`config.mk`:
```
export PLATFORM = sky130hd
export DESIGN_NAME = pgh_cell
export DESIGN_NICKNAME = d
export VERILOG_FILES = /design/src/hw/rtl/pgh_pkg.sv /design/src/hw/rtl/pgh_cell.sv
export SDC_FILE = /design/constraint.sdc
export NUM_CORES = 1
export LEC_CHECK = 0
export BUFFER_PORTS_ARGS = -buffer_cell sky130_fd_sc_hd__buf_2
export CORE_AREA = 2 2 39 41
export DETAILED_ROUTE_END_ITERATION = 6
export DIE_AREA = 0 0 41 43
export SYNTH_ARGS = -nofsm -noshare
export SYNTH_HDL_FRONTEND = slang
export SYNTH_SLANG_ARGS = --single-unit
```
`constraint.sdc`:
```
create_clock -name clk -period 2.7 [get_ports clk]
set_clock_uncertainty 0.15 [all_clocks]
set_input_delay 0.135 -clock clk [delete_from_list [all_inputs] [get_ports clk]]
set_output_delay 0.135 -clock clk [all_outputs]
set_load 0.1 [all_outputs]
```
`src/hw/rtl/pgh_pkg.sv`:
```
// Package for the patch gradient Hessian block: widths, defaults and the
// multiply sequence that forms the adjugate and the determinant.
// No dependencies.
`default_nettype none
package pgh_pkg;

    localparam int PATCH_WIDTH_DEF = 8;
    localparam int INV_FRAC_DEF    = 40;
    localparam int PIX_W           = 8;
    localparam int IDX_W           = 4;
    localparam int HESS_W          = 23;
    localparam int INV_W           = 64;
    localparam int NUM_ENTRIES     = 9;
    localparam int MUL_W           = 33;
    localparam int LO_W            = 32;
    localparam int NUM_STEPS       = 24;
    localparam int STEP_W          = 5;

    typedef enum logic [1:0] {
        BK_Q,
        BK_ADJ_LO,
        BK_ADJ_HI
    } bkind_t;

    typedef struct packed {
        logic [IDX_W-1:0] a_idx;
        logic [IDX_W-1:0] b_idx;
        bkind_t           b_kind;
        logic             neg;
        logic             load;
        logic             st_adj;
        logic             st_det;
        logic [IDX_W-1:0] dst_idx;
    } step_t;

    function automatic step_t mk(input int a, input int b, input bkind_t k,
                                 input logic n, input logic l, input logic sa,
                                 input logic sd, input int d);
        step_t r;
        r.a_idx   = IDX_W'(a);
        r.b_idx   = IDX_W'(b);
        r.b_kind  = k;
        r.neg     = n;
        r.load    = l;
        r.st_adj  = sa;
        r.st_det  = sd;
        r.dst_idx = IDX_W'(d);
        return r;
    endfunction

    // Each adjugate entry takes two products; the determinant expands along row zero.
    function automatic step_t step_rom(input logic [STEP_W-1:0] s);
        step_t r;
        case (s)
            5'd0:    r = mk(4, 8, BK_Q, 1'b0, 1'b1, 1'b0, 1'b0, 0);
            5'd1:    r = mk(5, 7, BK_Q, 1'b1, 1'b0, 1'b1, 1'b0, 0);
            5'd2:    r = mk(3, 8, BK_Q, 1'b1, 1'b1, 1'b0, 1'b0, 1);
            5'd3:    r = mk(5, 6, BK_Q, 1'b0, 1'b0, 1'b1, 1'b0, 1);
            5'd4:    r = mk(3, 7, BK_Q, 1'b0, 1'b1, 1'b0, 1'b0, 2);
            5'd5:    r = mk(4, 6, BK_Q, 1'b1, 1'b0, 1'b1, 1'b0, 2);
            5'd6:    r = mk(1, 8, BK_Q, 1'b1, 1'b1, 1'b0, 1'b0, 3);
            5'd7:    r = mk(2, 7, BK_Q, 1'b0, 1'b0, 1'b1, 1'b0, 3);
            5'd8:    r = mk(0, 8, BK_Q, 1'b0, 1'b1, 1'b0, 1'b0, 4);
            5'd9:    r = mk(2, 6, BK_Q, 1'b1, 1'b0, 1'b1, 1'b0, 4);
            5'd10:   r = mk(0, 7, BK_Q, 1'b1, 1'b1, 1'b0, 1'b0, 5);
            5'd11:   r = mk(1, 6, BK_Q, 1'b0, 1'b0, 1'b1, 1'b0, 5);
            5'd12:   r = mk(1, 5, BK_Q, 1'b0, 1'b1, 1'b0, 1'b0, 6);
            5'd13:   r = mk(2, 4, BK_Q, 1'b1, 1'b0, 1'b1, 1'b0, 6);
            5'd14:   r = mk(0, 5, BK_Q, 1'b1, 1'b1, 1'b0, 1'b0, 7);
            5'd15:   r = mk(2, 3, BK_Q, 1'b0, 1'b0, 1'b1, 1'b0, 7);
            5'd16:   r = mk(0, 4, BK_Q, 1'b0, 1'b1, 1'b0, 1'b0, 8);
            5'd17:   r = mk(1, 3, BK_Q, 1'b1, 1'b0, 1'b1, 1'b0, 8);
            5'd18:   r = mk(0, 0, BK_ADJ_LO, 1'b0, 1'b1, 1'b0, 1'b0, 0);
            5'd19:   r = mk(0, 0, BK_ADJ_HI, 1'b0, 1'b0, 1'b0, 1'b0, 0);
            5'd20:   r = mk(1, 1, BK_ADJ_LO, 1'b0, 1'b0, 1'b0, 1'b0, 0);
            5'd21:   r = mk(1, 1, BK_ADJ_HI, 1'b0, 1'b0, 1'b0, 1'b0, 0);
            5'd22:   r = mk(2, 2, BK_ADJ_LO, 1'b0, 1'b0, 1'b0, 1'b0, 0);
            5'd23:   r = mk(2, 2, BK_ADJ_HI, 1'b0, 1'b0, 1'b0, 1'b1, 0);
            default: r = mk(0, 0, BK_Q, 1'b0, 1'b0, 1'b0, 1'b0, 0);
        endcase
        return r;
    endfunction

endpackage
`default_nettype wire

```
`src/hw/rtl/pgh_cell.sv`:
```
// One pixel cell of the row delay chain: holds one pixel and hands it on.
// Depends on pgh_pkg.
`default_nettype none
module pgh_cell (
    input  wire logic                     clk,
    input  wire logic                     rst_n,
    input  wire logic                     shift,
    input  wire logic [pgh_pkg::PIX_W-1:0] d,
    output logic      [pgh_pkg::PIX_W-1:0] q
);
    import pgh_pkg::*;

    logic [PIX_W-1:0] pix_reg;

    always_ff @(posedge clk or negedge rst_n)
    begin
        if (!rst_n)
        begin
            pix_reg <= '0;
        end
        else if (shift)
        begin
            pix_reg <= d;
        end
    end

    assign q = pix_reg;
endmodule
`default_nettype wire

```
# --- Yosys cells after proc, flatten, opt, wreduce, memory -nomap -nowiden ---
# Cells that the tools add are included.
totals:
  register_bits: 8
  latch_bits: 0
  mem_bits_rw: 0
  mem_bits_ro: 0
  in_bits: 11
  mem_count: 0
classes:
  add_sub_neg: 0
  mul: 0
  div: 0
  order_cmp: 0
  n_eq_ne: 0
  n_shift: 0
  muxes: 0
  bitwise_logic: 0
  n_reduce_logical: 0

# --- Logic depth before layout (Yosys ltp) ---
logic_depth:
  depth_word: 0
  mapped_depth: 2
  mapped_depth_nobuf: 1

# --- Worst setup path before layout ---
# No wires, ideal clock.
synth_path:
  kind: "register to register"
  from: "register, netlist name q[0]"
  to: "register pix_reg[0] (netlist: q[0])"
  t_arrival_ns: 1.132
  slack_ns: 1.292
  path_stages_with_launch: 2
  period_less_slack_ns: 1.408
  cell_sequence: "dfrtp_1 mux2_4"
synth_lines:
  columns: ["element", "line_no", "source"]
  rows:
  - ["to (signal assigned)", "pgh_cell.sv:19", "pix_reg <= '0;"]
  - ["to (signal assigned)", "pgh_cell.sv:23", "pix_reg <= d;"]
  - ["to (decl)", "pgh_cell.sv:13", "logic [PIX_W-1:0] pix_reg;"]

# --- Worst setup path after layout ---
layout_path:
  from: "register pix_reg[2] (netlist: q[2])"
  to: "output port q[2] (netlist bit)"
layout_lines:
  columns: ["element", "line_no", "source"]
  rows:
  - ["to (decl)", "pgh_cell.sv:9", "output logic [pgh_pkg::PIX_W-1:0] q"]
# No word-level cell between the ends.

==> impl_metrics.json <==
{
  "outcome": "finished clean",
  "report.final.slew_viol_count": 0,
  "worst_pin_slew_ns": 0.486,
  "grt_pass1_vias": 259,
  "cts.repair.resized": 0,
  "critPathSlowestCell": "buf_2",
  "dr_wl_met3_um": 76,
  "drive_above_1_share": 0.630,
  "portBuffers": 18,
  "antenna_found_initial": 0,
  "grt_max_degree": 9,
  "nets": 59,
  "cts_hold_buf": 9,
  "setup_viol": 0,
  "cts.reportedPaths.clkPinSlew_ns": 0.05,
  "endpoint_kind": "output port",
  "finalHoldViolations": 0,
  "placementRows": 14,
  "final_util": 0.392,
  "coreArea_um2": 1380,
  "grt_overflow_total": 0,
  "final_cell_mix": "buf_2 (18), dlygate4sd3_1 (9), mux2_4 (8), dfrtp_1 (8), clkbuf_4 (3)",
  "p_leak_nw": 0.282,
  "area_delta_synth_final_pct": 63.8,
  "nFillCells": 126,
  "cts_buffer_depth": 2,
  "io_pins": 19,
  "cts_made_buffers": 3,
  "peakVddDrop_mv": 0.296,
  "drt_first_iter_violations": 0,
  "wire_per_inst_um": 10.7,
  "period_minus_slack_ns": 1.31,
  "initial_utilization": 0.240,
  "power_mw": 0.373,
  "routed.top_layer": "met3",
  "die_h_um": 43,
  "vias_per_cell": 3.79,
  "synth_top_family_by_area": "multiplexers",
  "max_cap_violations": 0,
  "dr.pass1.iters": 1,
  "critPathMaxFanout": 2,
  "crit_required_ns": 2.41,
  "critPathKind": "reg2out",
  "setup_ws_ns": 1.39,
  "synth_mux_area_frac": 0.362,
  "drc": 0,
  "detail-route-antenna-nets": 0,
  "clkSinkCount": 8,
  "root_buffer": "clkbuf_4",
  "p_per_area_nw_per_um2": 687,
  "via_count": 235,
  "synth_seq_area_share": 0.604,
  "dpl_cell_area_um2": 430,
  "die_w_um": 41,
  "fin_setup_tns_ns": 0,
  "synth.distinct_cells": 3,
  "synth_fa_ha_area_frac": 0,
  "grt_setup_unrepaired": "false",
  "worst-path-buf-inv": 1,
  "synth_top_area_cell": "dfrtp_1",
  "finalCritPeriodShare": 0.487,
  "post-cts-setup-buffer-count": 0,
  "dieArea_um2": 1760,
  "stdcell_area_um2": 543,
  "final_common_cell": "buf_2",
  "largest_reg_flops": 8,
  "synth_xor_area_frac": 0,
  "grt_pass1_wl_um": 1000,
  "dp_slack_ns": 1.66,
  "min_path_type": "in2async",
  "wl_um": 662,
  "mappedNetlistNets": 28,
  "cts_tree": "built",
  "slew_headroom": 0.679,
  "synth_top_area_share": 0.604,
  "antenna_cells": 0,
  "yosys_warnings": 0,
  "cts-htree-levels": 1,
  "synth.area.top_cells": "dfrtp_1 (60%), mux2_4 (36%), buf_6 (3.4%)",
  "crit_family": "buffers and inverters",
  "syn_avg_cell_area_um2": 19.5,
  "netlist_area_um2": 332,
  "met1_length_um": 319,
  "max_clock_freq_mhz": 761,
  "clock_latency_ns": 0.24,
  "synth_compound_area_frac": 0,
  "grt_util_all_layers": 0.0904,
  "critical_path.max_stage_delay_ns": 0.43,
  "cp_data_arrival_time_ns": 1.03,
  "cp_cell_sequence": "buf_2",
  "synthSimpleGateAreaFrac": 0,
  "gp_congestion": 0.569,
  "syn_inst": 17,
  "startpoint_type": "flop",
  "ys_ff_latch": 8,
  "routed-wl-met2_um": 265
}
per-stage QoR:
step / hold WS, ns / std cells
3_3_place_gp: -0.166 / 50
4_1_cts: 0.111 / 62
2_1_floorplan: -0.311 / 17
3_5_place_dp: -0.166 / 50
5_1_grt: 0.105 / 62
6_report: 0.105 / 62
metal layers:
metal | global-route usage | up-vias
li1 | - | 119
met1 | 0.104 | 99
met2 | 0.125 | 17
met3 | 0.0471 | 0
met4 | 0.0600 | 0
met5 | 0 | -
path summary, 6_finish.rpt:
kind / from / endpoint / slack (ns) / cells past startpoint
max: q[2]$_DFFE_PN0P_ / q[2] / 1.39 / 1
min: rst_n / q[5]$_DFFE_PN0P_ / 0.10 / 2
max reg2reg: q[1]$_DFFE_PN0P_ / q[1]$_DFFE_PN0P_ / 1.78 / 1
min reg2reg: q[3]$_DFFE_PN0P_ / q[3]$_DFFE_PN0P_ / 0.35 / 1
max in group asynchronous: rst_n / q[3]$_DFFE_PN0P_ / 2.13 / 2
min in group clk: shift / q[0]$_DFFE_PN0P_ / 0.17 / 2
area by class of cell:
cell class / count / area (um2) / share of cell area
Sequential cell: 8 / 200 / 0.369
Multi-Input combinational cell: 8 / 120 / 0.221
Timing Repair Buffer: 27 / 180 / 0.332
Tap cell: 16 / 20.0 / 0.0369
Clock buffer: 3 / 22.5 / 0.0415
power breakdown:
part           switching, mW  internal [mW]
logic                  0.107         0.0391
registers            0.00594          0.132
clock network         0.0383         0.0507
total                  0.151          0.222
synth_stat cells (all sizes together):
master / count
buf: 1
dfrtp: 8
mux2: 8
cell families (layout without fill, tap and decap cells):
group	Yosys count	after routing
mux	8	8
flops	8	8
buf+inv	1	30
Note: power is estimated with default switching activity, not from simulation.
