--- src/hw/rtl/pgh_pkg.sv ---
// Package for the patch gradient Hessian block: widths, defaults and the
// multiply sequence that forms the adjugate and the determinant.
// No dependencies.
`default_nettype none
package pgh_pkg;

    localparam int PATCH_WIDTH_DEF = 8;
    localparam int INV_FRAC_DEF    = 40;
    localparam int PIX_W           = 8;
    localparam int IDX_W           = 4;
    localparam int HESS_W          = 23;
    localparam int INV_W           = 64;
    localparam int NUM_ENTRIES     = 9;
    localparam int MUL_W           = 33;
    localparam int LO_W            = 32;
    localparam int NUM_STEPS       = 24;
    localparam int STEP_W          = 5;

    typedef enum logic [1:0] {
        BK_Q,
        BK_ADJ_LO,
        BK_ADJ_HI
    } bkind_t;

    typedef struct packed {
        logic [IDX_W-1:0] a_idx;
        logic [IDX_W-1:0] b_idx;
        bkind_t           b_kind;
        logic             neg;
        logic             load;
        logic             st_adj;
        logic             st_det;
        logic [IDX_W-1:0] dst_idx;
    } step_t;

    function automatic step_t mk(input int a, input int b, input bkind_t k,
                                 input logic n, input logic l, input logic sa,
                                 input logic sd, input int d);
        step_t r;
        r.a_idx   = IDX_W'(a);
        r.b_idx   = IDX_W'(b);
        r.b_kind  = k;
        r.neg     = n;
        r.load    = l;
        r.st_adj  = sa;
        r.st_det  = sd;
        r.dst_idx = IDX_W'(d);
        return r;
    endfunction

    // Each adjugate entry takes two products; the determinant expands along row zero.
    function automatic step_t step_rom(input logic [STEP_W-1:0] s);
        step_t r;
        case (s)
            5'd0:    r = mk(4, 8, BK_Q, 1'b0, 1'b1, 1'b0, 1'b0, 0);
            5'd1:    r = mk(5, 7, BK_Q, 1'b1, 1'b0, 1'b1, 1'b0, 0);
            5'd2:    r = mk(3, 8, BK_Q, 1'b1, 1'b1, 1'b0, 1'b0, 1);
            5'd3:    r = mk(5, 6, BK_Q, 1'b0, 1'b0, 1'b1, 1'b0, 1);
            5'd4:    r = mk(3, 7, BK_Q, 1'b0, 1'b1, 1'b0, 1'b0, 2);
            5'd5:    r = mk(4, 6, BK_Q, 1'b1, 1'b0, 1'b1, 1'b0, 2);
            5'd6:    r = mk(1, 8, BK_Q, 1'b1, 1'b1, 1'b0, 1'b0, 3);
            5'd7:    r = mk(2, 7, BK_Q, 1'b0, 1'b0, 1'b1, 1'b0, 3);
            5'd8:    r = mk(0, 8, BK_Q, 1'b0, 1'b1, 1'b0, 1'b0, 4);
            5'd9:    r = mk(2, 6, BK_Q, 1'b1, 1'b0, 1'b1, 1'b0, 4);
            5'd10:   r = mk(0, 7, BK_Q, 1'b1, 1'b1, 1'b0, 1'b0, 5);
            5'd11:   r = mk(1, 6, BK_Q, 1'b0, 1'b0, 1'b1, 1'b0, 5);
            5'd12:   r = mk(1, 5, BK_Q, 1'b0, 1'b1, 1'b0, 1'b0, 6);
            5'd13:   r = mk(2, 4, BK_Q, 1'b1, 1'b0, 1'b1, 1'b0, 6);
            5'd14:   r = mk(0, 5, BK_Q, 1'b1, 1'b1, 1'b0, 1'b0, 7);
            5'd15:   r = mk(2, 3, BK_Q, 1'b0, 1'b0, 1'b1, 1'b0, 7);
            5'd16:   r = mk(0, 4, BK_Q, 1'b0, 1'b1, 1'b0, 1'b0, 8);
            5'd17:   r = mk(1, 3, BK_Q, 1'b1, 1'b0, 1'b1, 1'b0, 8);
            5'd18:   r = mk(0, 0, BK_ADJ_LO, 1'b0, 1'b1, 1'b0, 1'b0, 0);
            5'd19:   r = mk(0, 0, BK_ADJ_HI, 1'b0, 1'b0, 1'b0, 1'b0, 0);
            5'd20:   r = mk(1, 1, BK_ADJ_LO, 1'b0, 1'b0, 1'b0, 1'b0, 0);
            5'd21:   r = mk(1, 1, BK_ADJ_HI, 1'b0, 1'b0, 1'b0, 1'b0, 0);
            5'd22:   r = mk(2, 2, BK_ADJ_LO, 1'b0, 1'b0, 1'b0, 1'b0, 0);
            5'd23:   r = mk(2, 2, BK_ADJ_HI, 1'b0, 1'b0, 1'b0, 1'b1, 0);
            default: r = mk(0, 0, BK_Q, 1'b0, 1'b0, 1'b0, 1'b0, 0);
        endcase
        return r;
    endfunction

endpackage
`default_nettype wire

--- src/hw/rtl/pgh_div.sv ---
// Bit-serial restoring divider giving a rounded, saturated fixed-point quotient.
// Depends on pgh_pkg.
`default_nettype none
module pgh_div #(
    parameter int AW = 51,
    parameter int DW = 78,
    parameter int FB = pgh_pkg::INV_FRAC_DEF
) (
    input  wire logic                     clk,
    input  wire logic                     rst_n,
    input  wire logic                     start,
    input  wire logic signed [AW-1:0]     cof,
    input  wire logic signed [DW-1:0]     det,
    output logic                          done,
    output logic [pgh_pkg::INV_W-1:0]     quot
);
    import pgh_pkg::*;

    localparam int NW    = AW + FB + 2;
    localparam int CNT_W = $clog2(NW + 1);

    typedef enum logic [1:0] {
        D_IDLE,
        D_RUN,
        D_ROUND
    } dstate_t;

    dstate_t          state_reg;
    logic [NW-1:0]    num_reg;
    logic [DW-1:0]    dmag_reg;
    logic [DW-1:0]    rem_reg;
    logic [INV_W-1:0] q_reg;
    logic             ovf_reg;
    logic             neg_reg;
    logic [CNT_W-1:0] cnt_reg;
    logic             done_reg;
    logic [INV_W-1:0] quot_reg;

    logic [AW-1:0]    cof_mag;
    logic [DW-1:0]    det_mag;
    logic [DW:0]      r2;
    logic             fits;
    logic [DW+1:0]    rr;
    logic             up;
    logic [INV_W:0]   q65;

    assign cof_mag = cof[AW-1] ? AW'(-cof) : AW'(cof);
    assign det_mag = det[DW-1] ? DW'(-det) : DW'(det);
    assign r2      = {rem_reg, num_reg[NW-1]};
    assign fits    = r2 >= {1'b0, dmag_reg};
    assign rr      = {1'b0, rem_reg, 1'b0};
    assign up      = rr >= {2'b00, dmag_reg};
    assign q65     = {1'b0, q_reg} + (INV_W + 1)'(up);

    always_ff @(posedge clk or negedge rst_n)
    begin
        if (!rst_n)
        begin
            state_reg <= D_IDLE;
            done_reg  <= 1'b0;
            num_reg   <= '0;
            dmag_reg  <= '0;
            rem_reg   <= '0;
            q_reg     <= '0;
            ovf_reg   <= 1'b0;
            neg_reg   <= 1'b0;
            cnt_reg   <= '0;
            quot_reg  <= '0;
        end
        else
        begin
            done_reg <= 1'b0;
            case (state_reg)
                D_IDLE:
                begin
                    if (start)
                    begin
                        num_reg   <= {cof_mag, {(FB + 2){1'b0}}};
                        dmag_reg  <= det_mag;
                        neg_reg   <= cof[AW-1] ^ det[DW-1];
                        rem_reg   <= '0;
                        q_reg     <= '0;
                        ovf_reg   <= 1'b0;
                        cnt_reg   <= CNT_W'(NW);
                        state_reg <= D_RUN;
                    end
                end
                D_RUN:
                begin
                    rem_reg <= fits ? DW'(r2 - {1'b0, dmag_reg}) : DW'(r2);
                    q_reg   <= {q_reg[INV_W-2:0], fits};
                    ovf_reg <= ovf_reg | q_reg[INV_W-1];
                    num_reg <= {num_reg[NW-2:0], 1'b0};
                    cnt_reg <= cnt_reg - 1'b1;
                    if (cnt_reg == CNT_W'(1))
                    begin
                        state_reg <= D_ROUND;
                    end
                end
                D_ROUND:
                begin
                    if (!neg_reg)
                    begin
                        if (ovf_reg || q65 > {2'b00, {(INV_W - 1){1'b1}}})
                        begin
                            quot_reg <= {1'b0, {(INV_W - 1){1'b1}}};
                        end
                        else
                        begin
                            quot_reg <= q65[INV_W-1:0];
                        end
                    end
                    else
                    begin
                        if (ovf_reg || q65 > {2'b01, {(INV_W - 1){1'b0}}})
                        begin
                            quot_reg <= {1'b1, {(INV_W - 1){1'b0}}};
                        end
                        else
                        begin
                            quot_reg <= INV_W'(-q65[INV_W-1:0]);
                        end
                    end
                    done_reg  <= 1'b1;
                    state_reg <= D_IDLE;
                end
                default:
                begin
                    state_reg <= D_IDLE;
                end
            endcase
        end
    end

    assign done = done_reg;
    assign quot = quot_reg;
endmodule
`default_nettype wire

--- config.mk ---
export PLATFORM = sky130hd
export DESIGN_NAME = pgh_div
export DESIGN_NICKNAME = d
export VERILOG_FILES = /design/src/hw/rtl/pgh_pkg.sv /design/src/hw/rtl/pgh_div.sv
export SDC_FILE = /design/constraint.sdc
export NUM_CORES = 1
export LEC_CHECK = 0
export BUFFER_PORTS_ARGS = -buffer_cell sky130_fd_sc_hd__clkbuf_2
export CAP_MARGIN = 20
export CORE_AREA = 2 2 327 232
export CTS_BUF_LIST = sky130_fd_sc_hd__clkbuf_8 sky130_fd_sc_hd__clkbuf_16
export DETAILED_ROUTE_END_ITERATION = 16
export DIE_AREA = 0 0 329 234
export PLACE_DENSITY = 0.49
export SYNTH_ARGS = -nofsm -noshare
export SYNTH_HDL_FRONTEND = slang
export SYNTH_SLANG_ARGS = --single-unit
--- constraint.sdc ---
create_clock -name clk -period 13.5 [get_ports clk]
set_clock_uncertainty 0.05 [all_clocks]
set_input_delay 0 -clock clk [delete_from_list [all_inputs] [get_ports clk]]
set_output_delay 0 -clock clk [all_outputs]
set_load 0.01 [all_outputs]
=== After elaboration in Yosys (flattened, before gate mapping) ===
Cells that the tools add are included.

* Add/subtract/negate cells: 6
* $lt $le $gt $ge: 4
* Eq/ne operators: 5
* Muxes and demuxes: 20
* Bitwise gates (word level): 2
* Reductions and logical operators: 7

{| class="wikitable"
|+ Operator list
! kind !! number
|-
| 64-bit two-way mux || 4
|-
| 78-bit two-way mux || 3
|-
| 93-bit case mux with 2 select lines || 1
|-
| 79-bit by 78-bit greater-or-equal comparator with 1-bit output || 2
|-
| 78-bit case mux with 2 select lines || 1
|-
| 64-bit case mux with 2 select lines || 1
|-
| 93-bit two-way mux || 1
|-
| 78-bit negation || 1
|-
| 78-bit subtractor || 1
|-
| 64-bit by 1-bit adder with 65-bit output || 1
|-
| 65-bit by 63-bit greater-than comparator with 1-bit output (second input constant) || 1
|-
| 65-bit by 64-bit greater-than comparator with 1-bit output (second input constant) || 1
|-
| 64-bit negation || 1
|-
| 51-bit two-way mux || 1
|-
| 51-bit negation || 1
|-
| 7-bit case mux with 2 select lines || 1
|-
| 7-bit by 1-bit == test with 1-bit output (second input constant) || 1
|-
| 7-bit two-way mux || 1
|-
| 7-bit by 1-bit subtractor with 7-bit output (second input constant) || 1
|-
| 2-bit AND reduction || 3
|-
| 2-bit two-way mux || 2
|-
| 2-bit != test (second input constant) || 2
|-
| 2-bit case mux with 2 select lines || 1
|-
| 2-bit by 1-bit == test with 1-bit output (second input constant) || 1
|-
| 8 further kinds || 10
|}

* Bits in registers: 389
* Input bits: 132
* Output and inout port bits: 65
* Word-level logic and storage cells: 54

=== Longest topological paths before layout ===
Gate-level depths: netlist of the first run.

* Depth in word-level cells: 6
* Depth in mapped cells: 30
* Gate-level depth less buffers: 25

=== Least setup slack after synthesis of the first run ===
OpenSTA, ideal clock, no wires.

* Kind: register to register
* Start: register rem_reg[67]
* End: register quot_reg[62] (netlist: quot[62])
* Setup time: 0.126 ns
* Data arrival time: 6.202 ns
* Path slack: 7.122 ns
* Stages on the path, launching flop included: 28
* Path buffers: 3
* Cell sequence: dfrtp_1 > ha_1 > clkbuf_1 > and3_1 > nand2_1 > or2_2 > nor2_1 > nand4_1 > o21ai_0 > a21oi_1 > nor3b_1 > o21ai_0 > ha_1 > ha_1 > clkbuf_1 > and3_1 > clkbuf_1 > nand4_1 > nor4_4 > xnor2_1 > nand4_1 > nor3b_1 > nor4b_2 > nand3_1 > nor3_1 > nand2_1 > and3_1 > o32a_1

* Longest elaborated chain between the ends: 6

{| class="wikitable"
|+ Ends and longest elaborated chain
! element !! RTL line !! source
|-
| start, declared || pgh_div.sv:31 || <nowiki>logic [DW-1:0] rem_reg;</nowiki>
|-
| start signal, assigned || pgh_div.sv:90 || <nowiki>rem_reg <= fits ? DW'(r2 - {1'b0, dmag_reg}) : DW'(r2);</nowiki>
|-
| 79-bit by 78-bit greater-or-equal comparator with 1-bit output (*) || pgh_div.sv:52 || <nowiki>assign up = rr >= {2'b00, dmag_reg};</nowiki>
|-
| 64-bit by 1-bit adder with 65-bit output (*) || pgh_div.sv:53 || <nowiki>assign q65 = {1'b0, q_reg} + (INV_W + 1)'(up);</nowiki>
|-
| 65-bit by 63-bit greater-than comparator with 1-bit output or 65-bit by 64-bit greater-than comparator with 1-bit output (tied branches) || pgh_div.sv:104, pgh_div.sv:115 ||
|-
| 1-bit logical OR, on equally long branches || pgh_div.sv:104, pgh_div.sv:115 ||
|-
| 64-bit two-way mux, on equally long branches || pgh_div.sv:104, pgh_div.sv:115 ||
|-
| 64-bit two-way mux (*) || pgh_div.sv:102 || <nowiki>if (!neg_reg)</nowiki>
|-
| end signal, assigned || pgh_div.sv:106 || <nowiki>quot_reg <= {1'b0, {(INV_W - 1){1'b1}}};</nowiki>
|-
| end signal, assigned || pgh_div.sv:110 || <nowiki>quot_reg <= q65[INV_W-1:0];</nowiki>
|-
| end signal, assigned || pgh_div.sv:117 || <nowiki>quot_reg <= {1'b1, {(INV_W - 1){1'b0}}};</nowiki>
|-
| end, declared || pgh_div.sv:37 || <nowiki>logic [INV_W-1:0] quot_reg;</nowiki>
|}

Mark *: on every way between the ends. The rest lies on a longest branch, timed or not.
A chain may end at the register's enable or synchronous reset.

=== Worst setup path in the final report of the first run ===
* Start: register dmag_reg[70]
* End: register quot_reg[48] (netlist: quot[48])

* Longest elaborated chain between the ends: 6

{| class="wikitable"
|+ Ends and longest elaborated chain
! element !! RTL line !! source
|-
| start, declared || pgh_div.sv:30 || <nowiki>logic [DW-1:0] dmag_reg;</nowiki>
|-
| start signal, assigned || pgh_div.sv:79 || <nowiki>dmag_reg <= det_mag;</nowiki>
|-
| 79-bit by 78-bit greater-or-equal comparator with 1-bit output (*) || pgh_div.sv:52 ||
|-
| 64-bit by 1-bit adder with 65-bit output (*) || pgh_div.sv:53 ||
|-
| 65-bit by 63-bit greater-than comparator with 1-bit output or 65-bit by 64-bit greater-than comparator with 1-bit output (tied branches) || pgh_div.sv:104, pgh_div.sv:115 ||
|-
| 1-bit logical OR, on equally long branches || pgh_div.sv:104, pgh_div.sv:115 ||
|-
| 64-bit two-way mux, on equally long branches || pgh_div.sv:104, pgh_div.sv:115 ||
|-
| 64-bit two-way mux (*) || pgh_div.sv:102 ||
|}

Marks and branches as above.

==> metrics.yaml, run 1 <==
outcome:
  status: "finished clean"
routing:
  avgRoutedWirePerCell_um: 19.8
  vias_per_cell: 5.65
  ant_nets: 0
  drt_iter0_markers: 2214
  firstDrtPassIters: 6
  drc: 0
  vias: 25400
  wl_um: 89000
grt:
  grt_pass1_wl_um: 140000
  met3_usage: 0.0371
  overflow: 0
  grt_pass1_vias: 24100
  grt_max_degree: 93
  grtUsageMet2: 0.320
  grt_use_total: 0.228
  top_usage_layer: "met1"
  met1_usage: 0.357
  antenna_found_initial: 4
worst_hold_path:
  min_path_type: "in2reg"
  hold_path_depth: 4
  min_to: "dmag_reg[1]"
  min_from: "det[77]"
finish:
  multi_input_area_um2: 15600
  layout.cells.most_common: "nand2_1"
  regArea_um2: 8680
  layout.nets: 3688
  areaGrowthSynthToFinish_pct: 20.9
  layout_common_cells: "nand2_1 (415), o21ai_0 (395), dfrtp_1 (346)"
  nFillCells: 7421
  drive_gt1_frac: 0.101
setup_path:
  critPathLaunchType: "flip-flop"
  worst-setup-path-type: "reg2reg"
  critPathRequiredTime_ps: 13970
  end_kind: "flip-flop"
  slowest_stage: "nor4_4"
  r2r_cells: 25
  cp-startpoint: "dmag_reg[70]"
  critical-path-top-delay-family: "simple AND/OR/NAND/NOR gates"
  worstPathBufferInverterCount: 2
  r2r-end: "quot[48]"
  critPathArrivalTime_ps: 9170
  reg2reg_setup_slack_ps: 4800
  cp_max_fo: 22
  path_common_cell: "nand4_1"
  reg2reg_from: "dmag_reg[70]"
  critPathMaxStageDelay_ps: 710
sta:
  relSlewSlack: 0.255
  min_period_ps: 8700
  hold_violations: 0
  worst_pin_slew_ps: 1120
  rsz0062_at_grt: "no"
  min_period_over_period: 0.644
  tns_ps: 0
  setup_viol: 0
  fmax_mhz: 115
  drv_slew: 0
  hold_slack_ps: 173
synth:
  ys_async_sr_fraction: 1.00
  ys_warn_count: 0
  syn_area_um2: 25600
  ys.flop_type: "dfrtp_1"
  synth-edff-count: 0
  ys_seq_area_frac: 0.339
  ys_types: 80
  avgSynthCellArea_um2: 7.97
  synth_cells: 3211
  synth.net_count: 3430
  ys_seq_elements: 347
die:
  io_pins: 197
  die_y_um: 234
  coreArea_um2: 74100
  die-area_um2: 77000
  num_rows: 84
  fp.dieW_um: 329
  start_util: 0.346
clock_tree:
  cts_tree: "done"
  clkLatencyLatePin_ps: 600
  cts_max_level: 2
  clock-root-buffer: "clkbuf_16"
  numCtsBuffers: 43
  clockBufferDepth: 3
  path_clk_slew_ps: 60
  clkSinkCount: 347
  cts_setup_buffers: 0
place:
  io_buffer_count: 196
  dp_hpwl_um: 64000
  place_congestion: 0.914
run:
  cap_violations: 0
power:
  power_density_nw_per_um2: 262
  irDropWorstVdd_uv: 121
  power_leakage_nw: 12.7
  totalPowerFinal_w: 0.00811
per-stage QoR:
step | cells | setup slack (ps) | utilization | cell area (µm²)
finish | 4495 | 4800 | 0.418 | 30900
global route | 4494 | 4120 | 0.418 | 30900
CTS | 4491 | 4920 | 0.417 | 30900
detailed placement | 4197 | 5020 | 0.368 | 27200
global placement | 4195 | 5310 | 0.367 | 27200
floorplan | 3211 | 7120 | - | 25600
cell usage after synthesis, drive strengths merged, types with 69 or more instances:
library cell,instances,area share
nor2,160,0.023
a21oi,177,0.035
a21o,72,0.021
nand2,416,0.061
nand4,69,0.017
ha,86,0.042
o21ai,400,0.078
nand3,98,0.019
xor2,178,0.061
dfrtp,347,0.34
inv,127,0.019
clkbuf,210,0.031
xnor2,74,0.025
cell type report:
cell class / count / area share
Antenna cell: 2 / 0.000162
Clock buffer: 49 / 0.0378
Clock inverter: 31 / 0.0117
Inverter: 127 / 0.0154
Multi-Input combinational cell: 2509 / 0.505
Sequential cell: 347 / 0.281
Tap cell: 989 / 0.0400
Timing Repair Buffer: 441 / 0.109
worst register-to-register path, cell delays in order (launching register included):
cell	delay (ps)
dfrtp_1	360
inv_1	50
ha_1	430
and3_1	230
nand2_1	70
or2_2	350
nor2_1	120
nand4_1	160
nor2_1	290
nand4_1	160
o21ai_0	370
ha_1	380
ha_1	380
and3_1	310
nand4_1	360
nor4_4	710
xnor2_1	260
nand4_1	190
nor3b_1	710
nor4b_2	700
nand4_1	280
nand2_1	130
buf_4	300
nand2_1	610
o31ai_1	490
o22a_1	190
where the power goes:
part           leakage (nW)  internal [W]  switching, W
Clock                 0.771      0.000758      0.000505
Sequential             4.09       0.00147      0.000415
Combinational          7.84       0.00190       0.00307
logic make-up (layout without fill, tap and decap cells):
kind of cell	count (synthesis)	after routing	share of synthesized area
buffers and inverters	355	648	0.0526
adders and majority gates	87	87	0.0428
xor gates and xnor gates	252	252	0.0862
AOI/OAI and AO/OA	1039	1039	0.255
muxes	24	24	0.00958
DFF	347	347	0.339
other	0	2	0
and+or+nand+nor	1107	1107	0.214
metal layers:
layer,part of all wire,vias to the layer above
met5,0.00045,-
met3,0.061,93
met4,0.018,6
met2,0.40,726
met1,0.52,12400
li1,-,12200
what timing repair did:
action | CTS | global route
hold endpoints to repair | 219 | 0
hold buffers | 214 | 0
gates resized for setup | 0 | 0
setup endpoints to repair | 0 | 0
worst max path at each step:
stage | to | slack, ps | depth (start not counted)
after floorplan | quot[62] | 7120 | 27
after global placement | quot[49] | 5310 | 24
after detailed placement | quot[48] | 5020 | 25
after CTS | quot[49] | 4920 | 24
after global routing | quot[18] | 4120 | 24
final | quot[48] | 4800 | 25
No activity file was read; power rests on OpenSTA's default activity.
==> run 2, diff against run 1 <==
--- a/config.mk
+++ b/config.mk
@@ -11,7 +11,7 @@
 export CTS_BUF_LIST = sky130_fd_sc_hd__clkbuf_8 sky130_fd_sc_hd__clkbuf_16
 export DETAILED_ROUTE_END_ITERATION = 16
 export DIE_AREA = 0 0 329 234
-export PLACE_DENSITY = 0.49
+export PLACE_DENSITY = 0.51
 export SYNTH_ARGS = -nofsm -noshare
 export SYNTH_HDL_FRONTEND = slang
 export SYNTH_SLANG_ARGS = --single-unit
==> constraint.sdc (replaced) <==
create_clock -name clk -period 7.9 [get_ports clk]
set_clock_uncertainty 0.05 [all_clocks]
set_input_delay 0 -clock clk [delete_from_list [all_inputs] [get_ports clk]]
set_output_delay 0 -clock clk [all_outputs]
set_load 0.01 [all_outputs]
==> run 2 against run 1 <==
Effect of this change:
- non-clock buffer count is 1 higher
- worst setup slack worse by 4000 ps
- routed wire length is 3.7% lower
- die area stayed put
- sequential cell count stayed put
- global-route usage is 0.77 points lower
- via count is 1.7% lower
- cell count hardly changed
- sequential power is 71% higher
- highest routed layer unchanged
- fmax is 23% higher
- critical path type unchanged
- largest cell class unchanged
- clock power is 63% higher
- count of clock-buffer cells in the layout is 2 higher
==> metrics.yaml, run 2 (synthesized netlist as in run 1, its figures left out) <==
outcome:
  status: "finished clean"
grt:
  top_usage_layer: "met1"
  grt_pass1_vias: 23400
  grt_max_degree: 110
  met3_usage: 0.0474
  met1_usage: 0.350
  grt_use_total: 0.220
  grt_pass1_wl_um: 136000
  grtUsageMet2: 0.299
  overflow: 0
  antenna_found_initial: 8
sta:
  worst_pin_slew_ps: 1090
  rsz0062_at_grt: "no"
  min_period_ps: 7090
  tns_ps: 0
  hold_violations: 0
  setup_viol: 0
  drv_slew: 0
  fmax_mhz: 141
  relSlewSlack: 0.264
  min_period_over_period: 0.897
place:
  dp_hpwl_um: 61300
  io_buffer_count: 196
  place_congestion: 0.914
  post_dp_cell_area_um2: 27300
setup_path:
  critPathRequiredTime_ps: 8310
  reg2reg_setup_slack_ps: 810
  r2r_cells: 25
  cp-startpoint: "rem_reg[67]"
  endpoint: "quot[62]"
  r2r-end: "quot[62]"
  reg2reg_from: "rem_reg[67]"
  critPathArrivalTime_ps: 7500
  end_kind: "flip-flop"
  critPathMaxStageDelay_ps: 460
  slowest_stage: "nor3_1"
  critPathLaunchType: "flip-flop"
  cp_max_fo: 10
  worst-setup-path-type: "reg2reg"
finish:
  nFillCells: 7501
  layout.nets: 3687
  areaGrowthSynthToFinish_pct: 20.6
  layout.cells.most_common: "nand2_1"
  final_cell_area_um2: 30900
  drive_gt1_frac: 0.103
  layout_common_cells: "nand2_1 (415), o21ai_0 (394), dfrtp_1 (346)"
routing:
  vias_per_cell: 5.56
  avgRoutedWirePerCell_um: 19.1
  vias: 25000
  ant_nets: 0
  drt_iter0_markers: 2049
  firstDrtPassIters: 6
  wl_um: 85700
  drc: 0
power:
  irDropWorstVdd_uv: 240
  totalPowerFinal_w: 0.0137
  power_density_nw_per_um2: 445
  power_leakage_nw: 12.7
clock_tree:
  cts_setup_buffers: 0
  clock-root-buffer: "clkbuf_16"
  clkSinkCount: 347
  clkLatencyLatePin_ps: 590
  clockBufferDepth: 3
  cts_max_level: 2
  path_clk_slew_ps: 60
  numCtsBuffers: 41
  cts_tree: "done"
die:
  start_util: 0.346
  io_pins: 197
  fp.dieW_um: 329
  num_rows: 84
  die-area_um2: 77000
  die_y_um: 234
  coreArea_um2: 74100
run:
  cap_violations: 0
worst_hold_path:
  min_path_type: "in2async"
## run 2: cell types whose count changed in the layout (fill, tap and decap cells not counted), moves of 2 or more
cell | before | now
buf_2 | 4 | 0
nor3b_1 | 15 | 13
diode_2 | 2 | 4
inv_6 | 2 | 0
clkinv_2 | 7 | 5
bufinv_16 | 7 | 5
buf_12 | 0 | 2
nor3b_2 | 1 | 3
buf_4 | 27 | 36
dlygate4sd3_1 | 213 | 208
clkbuf_16 | 44 | 42
clkbuf_8 | 5 | 9
clkinv_4 | 3 | 1
## run 2: worst min path at each step
stage           from           end  slack [ps]  depth (start not counted)
4_1_cts        rst_n  dmag_reg[14]          20                          2
6_report       rst_n  dmag_reg[14]           9                          2
3_3_place_gp   rst_n  dmag_reg[14]          70                          1
5_1_grt        rst_n  dmag_reg[17]          90                          2
2_1_floorplan  rst_n    cnt_reg[0]        -350                          0
3_5_place_dp   rst_n  dmag_reg[14]          60                          1
## run 2: final cells by class
type | count | area (µm²) | share of cell area
multi-input combinational | 2509 | 15700 | 0.507
sequential | 347 | 8680 | 0.281
timing repair buffer | 442 | 3380 | 0.110
tap | 989 | 1240 | 0.0401
clock buffer | 51 | 1170 | 0.0381
inverter | 127 | 477 | 0.0154
clock inverter | 23 | 256 | 0.00831
antenna | 4 | 10.0 | 0.000324
## run 2: per-stage QoR
step           worst slack (ps)  hold WS, ps  utilization  std cells
2_1_floorplan              1520         -346            -       3211
3_3_place_gp                639         74.0        0.369       4206
3_5_place_dp                431         64.9        0.369       4206
4_1_cts                     369         22.3        0.416       4488
5_1_grt                     155         86.2        0.417       4490
6_report                    812         9.25        0.417       4492
## run 2: power breakdown
part           internal (W)  switching (W)  leakage (nW)  total, W
sequential          0.00252       0.000713          4.09   0.00323
combinational       0.00325        0.00522          7.85   0.00846
clock               0.00122       0.000837         0.721   0.00205
## run 2: critical path, delay by kind of cell, from the launching register on
kind,cells,cell delay [ps]
buf+inv,2,410
fa+ha+maj,3,1140
flops,1,400
compound gates,3,910
xor+xnor,1,410
simple gates,16,3650
## run 2: timing repair
action | 4_1_cts | 5_1_grt
endpoints found under the setup margin | 0 | 49
hold endpoints to repair | 231 | 0
gates resized for setup | 0 | 6
hold buffers | 208 | 0
## run 2: layer usage
| layer | wire, µm | vias up |
|---|---|---|
| li1 | - | 12200 |
| met1 | 44900 | 12000 |
| met2 | 33400 | 680 |
| met3 | 6130 | 82 |
| met4 | 1210 | 10 |
| met5 | 49 | - |
